==> src/hdl/tccs_pkg.sv <==
`timescale 1ns / 1ps
// ----------------------------------------------------------------------------
// tccs_pkg
// Shared types and constants for the text console cursor/scroll engine.
// ----------------------------------------------------------------------------
package tccs_pkg;

    localparam int IN_W   = 40;
    localparam int OUT_W  = 40;
    localparam int CFG_W  = 4;
    localparam int COL_W  = 8;
    localparam int ROW_W  = 6;
    localparam int LIN_W  = 14;
    localparam int CELL_W = 16;

    typedef enum logic [1:0] {
        CMD_PUT   = 2'd0,
        CMD_CLEAR = 2'd1,
        CMD_SET   = 2'd2,
        CMD_READ  = 2'd3
    } t_cmd;

    typedef enum logic [0:0] {
        REG_FG = 1'b0,
        REG_BG = 1'b1
    } t_reg;

    localparam logic [7:0] CH_LF      = 8'h0A;
    localparam logic [7:0] CH_CR      = 8'h0D;
    localparam logic [7:0] CH_TAB     = 8'h09;
    localparam logic [7:0] CH_BS      = 8'h08;
    localparam logic [7:0] CH_BLANK   = 8'h20;
    localparam logic [7:0] RESET_ATTR = 8'h07;
    localparam logic [8:0] TAB_STEP   = 9'd8;
    localparam logic [8:0] TAB_MASK   = ~9'd7;

    typedef struct packed {
        logic [COL_W-1:0] col;
        logic [ROW_W-1:0] row;
        logic             wr;
        logic [COL_W-1:0] wr_col;
        logic [7:0]       wr_char;
        logic             scroll;
    } t_cur_upd;

endpackage

==> src/hdl/tccs_cursor.sv <==
`timescale 1ns / 1ps
// ----------------------------------------------------------------------------
// tccs_cursor
// Next-cursor logic: control characters, wrap, clamping and cell write request.
// ----------------------------------------------------------------------------
module tccs_cursor #(
    parameter int COLS = 80,
    parameter int ROWS = 25
) (
    input  logic [1:0]                 i_cmd,
    input  logic [7:0]                 i_char,
    input  logic [7:0]                 i_tcol,
    input  logic [7:0]                 i_trow,
    input  logic [tccs_pkg::COL_W-1:0] i_col,
    input  logic [tccs_pkg::ROW_W-1:0] i_row,
    output tccs_pkg::t_cur_upd         o_upd
);
    import tccs_pkg::*;

    logic [8:0]       tab_col;
    logic [8:0]       inc_col;
    logic [8:0]       col9;
    logic             adv_row;
    logic [ROW_W:0]   row_nx;

    assign tab_col = ({1'b0, i_col} + TAB_STEP) & TAB_MASK;
    assign inc_col = {1'b0, i_col} + 9'd1;

    always_comb begin
        col9    = {1'b0, i_col};
        adv_row = 1'b0;
        o_upd   = '0;
        o_upd.wr_col  = i_col;
        o_upd.wr_char = i_char;
        if (i_char == CH_LF) begin
            col9    = '0;
            adv_row = 1'b1;
        end else if (i_char == CH_CR) begin
            col9 = '0;
        end else if (i_char == CH_TAB) begin
            if (tab_col >= 9'(COLS)) begin
                col9    = '0;
                adv_row = 1'b1;
            end else begin
                col9 = tab_col;
            end
        end else if (i_char == CH_BS) begin
            if (i_col != '0) begin
                col9          = {1'b0, i_col} - 9'd1;
                o_upd.wr      = 1'b1;
                o_upd.wr_col  = i_col - COL_W'(1);
                o_upd.wr_char = CH_BLANK;
            end
        end else begin
            o_upd.wr = 1'b1;
            if (inc_col >= 9'(COLS)) begin
                col9    = '0;
                adv_row = 1'b1;
            end else begin
                col9 = inc_col;
            end
        end

        row_nx = {1'b0, i_row} + {{ROW_W{1'b0}}, adv_row};

        case (t_cmd'(i_cmd))
            CMD_PUT: begin
                o_upd.col    = col9[COL_W-1:0];
                o_upd.scroll = (row_nx >= (ROW_W+1)'(ROWS));
                o_upd.row    = o_upd.scroll ? ROW_W'(ROWS-1) : row_nx[ROW_W-1:0];
            end
            CMD_CLEAR: begin
                o_upd.col = '0;
                o_upd.row = '0;
                o_upd.wr  = 1'b0;
            end
            CMD_SET: begin
                o_upd.col = ({1'b0, i_tcol} >= 9'(COLS)) ? COL_W'(COLS-1) : i_tcol;
                o_upd.row = (i_trow >= 8'(ROWS)) ? ROW_W'(ROWS-1) : i_trow[ROW_W-1:0];
                o_upd.wr  = 1'b0;
            end
            default: begin
                o_upd.col = i_col;
                o_upd.row = i_row;
                o_upd.wr  = 1'b0;
            end
        endcase
    end

endmodule

==> config.mk <==
export PLATFORM = sky130hd
export DESIGN_NAME = tccs_cursor
export DESIGN_NICKNAME = d
export VERILOG_FILES = /design/src/hdl/tccs_pkg.sv /design/src/hdl/tccs_cursor.sv
export SDC_FILE = /design/constraint.sdc
export NUM_CORES = 1
export LEC_CHECK = 0
export BUFFER_PORTS_ARGS = -buffer_cell sky130_fd_sc_hd__clkbuf_2
export CAP_MARGIN = 15
export CORE_MARGIN = 4
export CORE_UTILIZATION = 44
export DETAILED_ROUTE_END_ITERATION = 10
export PLACE_DENSITY = 0.8
export REMOVE_ABC_BUFFERS = 1
export SLEW_MARGIN = 15
export SYNTH_ARGS = -nofsm -noshare
export SYNTH_HDL_FRONTEND = slang
export SYNTH_SLANG_ARGS = --single-unit
==> constraint.sdc <==
create_clock -name vclk -period 2.75
set_clock_uncertainty 0.05 [all_clocks]
set_input_delay 0 -clock vclk [all_inputs]
set_output_delay 0 -clock vclk [all_outputs]
set_load 0.005 [all_outputs]
# After elaboration in Yosys (flattened, before gate mapping)
# Cells that the tools add are included.
# W data, S select, Z words.
[word_totals]
reg_bits = 0
inputBits = 40
out_inout_bits = 32
word_cells = 43
[classes]
add_sub_neg = 5
order_cmp = 5
n_eq_ne = 6
muxes = 25
n_reduce_logical = 2
[ops]
columns = ["op", "n"]
rows = [
  ["$mux W17", 4],
  ["$mux W8", 8],
  ["$pmux W14 S3", 1],
  ["$eq A8 B4 Y1 const B", 4],
  ["$ge A9 B7 Y1 const B", 2],
  ["$mux W16", 1],
  ["$sub A8 B1 Y8 const B", 2],
  ["$mux W6", 2],
  ["$add A8 B1 Y9 const B", 1],
  ["$add A8 B4 Y9 const B", 1],
  ["$mux W1", 9],
  ["$ge A8 B5 Y1 const B", 1],
  ["$ge A8 B7 Y1 const B", 1],
  ["$reduce_bool A8 Y1", 1],
  ["$add A6 B1 Y7", 1],
  ["$ge A7 B5 Y1 const B", 1],
  ["$eq A2 B1 Y1 const B", 1],
  ["$eq A2 B2 Y1 const B", 1],
  ["$logic_not A2 Y1", 1],
]

# Logic depth before layout (Yosys ltp)
# Gate-level depths: netlist (run 1).
[logic_depth]
depth_word = 11
mapped_depth = 15
depth_no_buf = 15

# Worst setup path before layout (run 1)
# OpenSTA, ideal clock, no wires.
[synth_timing]
path_type = "input -> output"
start = "in i_col[3] in the netlist's numbering"
end = "out o_upd[19] in the netlist's numbering"
arrival_ns = 2.886
t_required_ns = 2.700
setup_slack_ns = -0.186
stages = 14
n_path_buf = 0
cell_sequence = "ha_1 > nand3_1 > nor2_2 > mux2_4 > a311oi_4 > o32ai_1 > ha_1 > ha_1 > nor2_1 > a211oi_1 > a31o_2 > a211oi_1 > and2_1 > a221o_1"
[synth_lines]
columns = ["element", "line", "text"]
rows = [
  ["start, declared", "tccs_cursor.sv:14", "input logic [tccs_pkg::COL_W-1:0] i_col,"],
  ["end, declared", "tccs_cursor.sv:16", "output tccs_pkg::t_cur_upd o_upd"],
]

==> impl_metrics.json, run 1 <==
{
  "grt_overflow": 0,
  "synth_top_area_cell": "ha_1",
  "synth.area.mux_share": 0.0251,
  "portBuffers": 72,
  "die_h_um": 65.3,
  "n_sequential_cell": 0,
  "yosysSeqAreaShare": 0,
  "ys_top_cells_by_area": "ha_1, xnor2_1, o21ai_0",
  "startpoint_type": "primary input",
  "worstPathArrival_ns": 2.81,
  "antenna_found_initial": 0,
  "synth_most_common_cell": "nand2_1",
  "die_area_um2": 4270,
  "fin_crit_ns": 2.86,
  "slew_headroom": 0.571,
  "gp_congestion": 0.977,
  "status": "complete, but fails checks",
  "row_count": 20,
  "place_ws_ns": -0.363,
  "grt_pass1_vias": 1940,
  "synth-xor-area-share": 0.0961,
  "combPwrFrac": 1.000,
  "initial_core_util": 0.466,
  "synth_top_family_by_area": "simple AND/OR/NAND/NOR gates",
  "swShare": 0.520,
  "yosysUniqueCellTypes": 61,
  "wl_per_cell_um": 15.8,
  "design.core.area_um2": 3100,
  "maxCapViolations": 0,
  "power.density_nw_per_um2": 138,
  "timing.final.ws_setup_ns": -0.112,
  "grt_max_degree": 23,
  "synth_fa_ha_area_frac": 0.0693,
  "hold_path_depth": 2,
  "failed_checks": "setup timing",
  "clock_buffers": 0,
  "finalSetupViolations": 4,
  "drt_first_pass_iters": 5,
  "synth-compound-area-share": 0.343,
  "period_share": 1.04,
  "vias": 2107,
  "ctsHoldBuffers": 0,
  "vias_per_cell": 5.77,
  "fin_util": 0.740,
  "slew_viol_final": 0,
  "route.detailed.drc": 0,
  "final_nets": 371,
  "final_hold_viol_count": 0,
  "dp_cells": 352,
  "drt_wl_total_um": 5750,
  "fmax_ghz": 0.349,
  "diodes": 0,
  "finalInstanceArea_um2": 2300,
  "grt.total_usage": 0.252,
  "drive_gt1_frac": 0.502,
  "drt_iter0_markers": 225,
  "hold_path_class": "in -> out",
  "synthToLayoutAreaGrowth_pct": 59.0,
  "seq_power_share": 0,
  "leakagePower_uw": 0.00107,
  "synth-simple-area-share": 0.362,
  "switchingPower_uw": 165,
  "p_int_uw": 152,
  "rsz0062_at_grt": "yes",
  "end_kind": "output pin",
  "power.total_uw": 317,
  "final_antenna_net_count": 0,
  "grt_pass1_wl_um": 8850,
  "yosys_warnings": 0,
  "path_max_fanout": 4,
  "synth_area_per_cell_um2": 6.66,
  "ir_drop_uv": 66.4,
  "die_w_um": 65.3,
  "clockPowerShare": 0,
  "crit_required_ns": 2.70,
  "hpwl_um": 4180,
  "worstSetupPathType": "in -> out",
  "yosys-top-cells-count": "nand2_1, o21ai_0, nor2_1",
  "syn-instance-count": 217,
  "synth_top_area_frac": 0.0693,
  "worst_pin_slew_ns": 0.638,
  "place_area_um2": 2020,
  "ioPinCount": 72,
  "final_cells": 365,
  "seq_area_um2": 0,
  "syn_area_um2": 1450
}
-- logic make-up (layout without fill, tap and decap cells) --
group                    after synthesis  count (layout)
AND/OR/NAND/NOR                       94              94
AO/OA/AOI/OAI                         70              70
buffers and inverters                 27             131
XOR/XNOR                              15              15
adder cells (fa/ha/maj)                8               8
multiplexers                           3               3
-- placed cells by master (no fill, tap or decap), drive strengths merged, types with 2 or more instances in the layout --
cell / n
and3: 8
a211oi: 5
or3: 2
o21ai: 21
nand2b: 2
xnor2: 11
o221ai: 4
a32o: 2
buf: 53
and2: 6
ha: 8
nor3: 10
xor2: 4
a21oi: 12
a31oi: 10
nor2b: 2
nand4: 5
nor2: 17
nand2: 21
a221o: 3
clkbuf: 69
nand3: 14
mux2: 2
o31ai: 2
inv: 8
-- stage by stage --
step,setup TNS [ns],hold slack (ns)
global route,-0.750,0.158
global placement,-0.955,0.148
finish,-0.359,0.145
detailed placement,-1.49,0.148
floorplan,-0.721,-0.0500
CTS,-0.195,0.148
-- power by group through the flow --
stage          Combinational [uW]  Clock [uW]  Sequential, uW
6_report                      317           0               0
5_1_grt                       343           0               0
4_1_cts                       297           0               0
3_5_place_dp                  268           0               0
3_3_place_gp                  263           0               0
2_1_floorplan                 118           0               0
-- cell type report --
class              instances  area [um^2]
multi-input cells        190         1430
fillers                  263          806
repair buffers           122          774
well taps                 44         55.1
inverters                  9         35.0
-- critical path, stage by stage --
cell and delay [ns]:
clkbuf_2 0.15, buf_4 0.15, nand4_4 0.12, xnor2_2 0.17, nand2_1 0.13, a311oi_4 0.34
o32ai_2 0.13, ha_2 0.22, ha_4 0.29, nor2_4 0.04, a211oi_2 0.20, a31o_2 0.14
a211oi_2 0.08, and2_4 0.18, a221o_1 0.35, clkbuf_2 0.12
-- timing repair --
| item | 4_1_cts | 5_1_grt |
|---|---|---|
| pin swaps | 3 | 1 |
| gates resized for setup | 23 | 14 |
| endpoints found under the setup margin | 6 | 7 |
| setup buffers | 14 | 1 |
-- final timing paths --
check / startpoint / end / slack (ns)
worst max-delay path: i_col[0] / o_upd[19] / -0.11
worst min-delay path: i_char[6] / o_upd[7] / 0.15
-- metal layers --
layer | share of wire | global-route usage | wire (um)
met1 | 0.42 | 0.335 | 2420
met5 | 0 | 0 | 0
met2 | 0.48 | 0.448 | 2770
met3 | 0.084 | 0.0154 | 483
met4 | 0.013 | 0.0466 | 72
(Power assumes the default switching activity.)
==> inputs of run 2 (changes only) <==
- ABC_AREA: unset -> 1
- CORE_UTILIZATION: 44 -> 43
- PLACE_DENSITY: 0.8 -> 0.81
==> run 2 against run 1 <==
  * The run now ends clean
  * First-iteration DRC count fell by 44%
  * Synthesized cell count rose by 20%
  * Fmax rose by 14%
  * Clock-buffer cell count did not move
  * Area after synthesis fell by 9.6%
  * Highest routed layer unchanged
  * Critical endpoint is now o_upd[18]
  * Sequential cell count did not move
  * Worst hold slack got worse by 0.0092 ns
  * Total power fell by 27%
==> impl_metrics.json, run 2 <==
{
  "synthToLayoutAreaGrowth_pct": 30.2,
  "power.total_uw": 232,
  "drt_first_pass_iters": 5,
  "end_kind": "output pin",
  "grt_max_degree": 13,
  "grt_overflow": 0,
  "row_count": 19,
  "yosysUniqueCellTypes": 34,
  "antenna_found_initial": 0,
  "finalSetupViolations": 0,
  "hold_path_class": "in -> out",
  "syn-instance-count": 260,
  "power.density_nw_per_um2": 137,
  "synth_fa_ha_area_frac": 0.0766,
  "drt_wl_total_um": 4350,
  "tns_ns": 0,
  "synth_top_area_frac": 0.213,
  "layout_common_cells": "nand2_1, clkbuf_2, nand3_1, nor2_1, inv_1",
  "hpwl_um": 3680,
  "final_nets": 372,
  "cp_slowest_stage_delay_ns": 0.21,
  "synth_most_common_cell": "nand2_1",
  "grt_pass1_wl_um": 6890,
  "worst_pin_slew_ns": 0.567,
  "vias": 1891,
  "yosysSeqAreaShare": 0,
  "syn_area_um2": 1310,
  "ys_top_cells_by_area": "nand2_1, nand3_1, nor2_1",
  "final_hold_viol_count": 0,
  "worstPathArrival_ns": 2.47,
  "design.core.area_um2": 2830,
  "vias_per_cell": 5.36,
  "synth-simple-area-share": 0.568,
  "leakagePower_uw": 0.000968,
  "slew_viol_final": 0,
  "initial_core_util": 0.462,
  "slew_headroom": 0.621,
  "worstPathCellList": "clkbuf_4 > ha_4 > inv_1 > nand2_1 > nand2_2 > nand2_1 > nand2_1 > nand2_1 > nand2_2 > nand2_4 > o21ai_2 > o21ai_1 > ha_1 > ha_1 > nand3_1 > nand2_1 > o21ai_2 > o21ai_2 > inv_2 > nand2_2 > o21ai_4 > nand3_1 > nand3_1 > clkbuf_2",
  "final_antenna_net_count": 0,
  "startpoint_type": "primary input",
  "ir_drop_uv": 66.2,
  "grt.total_usage": 0.199,
  "hold_slack_ns": 0.136,
  "portBuffers": 72,
  "synth_area_per_cell_um2": 5.02,
  "synth_top_family_by_area": "simple AND/OR/NAND/NOR gates",
  "cp_common_cell": "nand2_1",
  "drive_gt1_frac": 0.323,
  "synth-xor-area-share": 0.0469,
  "route.detailed.drc": 0,
  "worstSetupPathType": "in -> out",
  "diodes": 0,
  "drt_iter0_markers": 125,
  "fin_crit_ns": 2.52,
  "fmax_ghz": 0.397,
  "status": "complete, no violations",
  "die_w_um": 63.1,
  "period_share": 0.916,
  "synth-compound-area-share": 0.158,
  "wl_per_cell_um": 12.3,
  "gp_congestion": 1.05,
  "die_h_um": 63.1,
  "crit_required_ns": 2.70,
  "cp_slowest_cell": "ha_1",
  "ioPinCount": 72,
  "n_sequential_cell": 0,
  "synth.area.mux_share": 0,
  "clock_buffers": 0,
  "yosys_warnings": 0,
  "seq_area_um2": 0,
  "die_area_um2": 3980,
  "layout_commonest_cell": "nand2_1",
  "yosys-top-cells-count": "nand2_1, nand3_1, nor2_1",
  "synth_top_area_cell": "nand2_1",
  "grt_pass1_vias": 1625,
  "maxCapViolations": 0,
  "fin_util": 0.601,
  "path_max_fanout": 9
}
==> run 2: cell types whose count changed after synthesis, moves of 4 or more <==
| cell | change |
|---|---|
| xnor2_1 | -9 |
| nand4_1 | +5 |
| a211oi_1 | -4 |
| nor3_1 | -5 |
| a21oi_1 | -4 |
| nand2_1 | +55 |
| nand3_1 | +22 |
| a31oi_1 | -10 |
| and2_1 | -6 |
| nor2_1 | +17 |
| o221ai_1 | -4 |
| and3_1 | -7 |
| inv_1 | +20 |
==> run 2: logic make-up after synthesis <==
kind of cell,after synthesis
AO/OA/AOI/OAI,35
XOR/XNOR,7
adder cells (fa/ha/maj),8
buffers and inverters,45
AND/OR/NAND/NOR,165
==> run 2: per-layer routing <==
layer	routed length (um)	track usage	up-vias
met5	0	0	-
met4	56	0.0331	0
met3	345	0.0107	6
met2	2030	0.343	84
met1	1920	0.277	826
li1	-	-	975
==> run 2: final timing paths <==
| check | endpoint | start | slack [ns] | cells after the start |
|---|---|---|---|---|
| max | o_upd[18] | i_col[4] | 0.23 | 24 |
| min | o_upd[3] | i_char[2] | 0.14 | 2 |
==> run 2: power by group <==
| part | switching (uW) | internal [uW] |
|---|---|---|
| registers | 0 | 0 |
| logic | 137 | 95.0 |
| clock network | 0 | 0 |
==> run 2: area by class of cell <==
cell class / count / area (um^2)
multi-input combinational: 215 / 1150
fill: 299 / 1130
timing repair buffer: 74 / 380
inverter: 33 / 128
tap: 31 / 38.8
==> run 2: metrics by stage <==
stage | std cells | worst slack (ns) | area [um^2]
floorplan | 248 | 0.624 | 1240
global placement | 352 | 0.170 | 1640
detailed placement | 352 | 0.0532 | 1640
CTS | 352 | 0.0525 | 1640
global route | 353 | -0.000824 | 1700
finish | 353 | 0.230 | 1700
==> run 2: what timing repair did <==
item / in CTS / in global routing
endpoints found under the setup margin: 0 / 6
buffers inserted: 0 / 1
hold endpoints to repair: 0 / 0
gates resized for setup: 0 / 20
hold buffers: 0 / 0
==> run 2: worst max-delay path: cells and delay by family <==
family	cells	cell delay, ns
AO/OA/AOI/OAI	5	0.54
buffers and inverters	4	0.40
AND/OR/NAND/NOR	12	0.93
adder cells (fa/ha/maj)	3	0.60
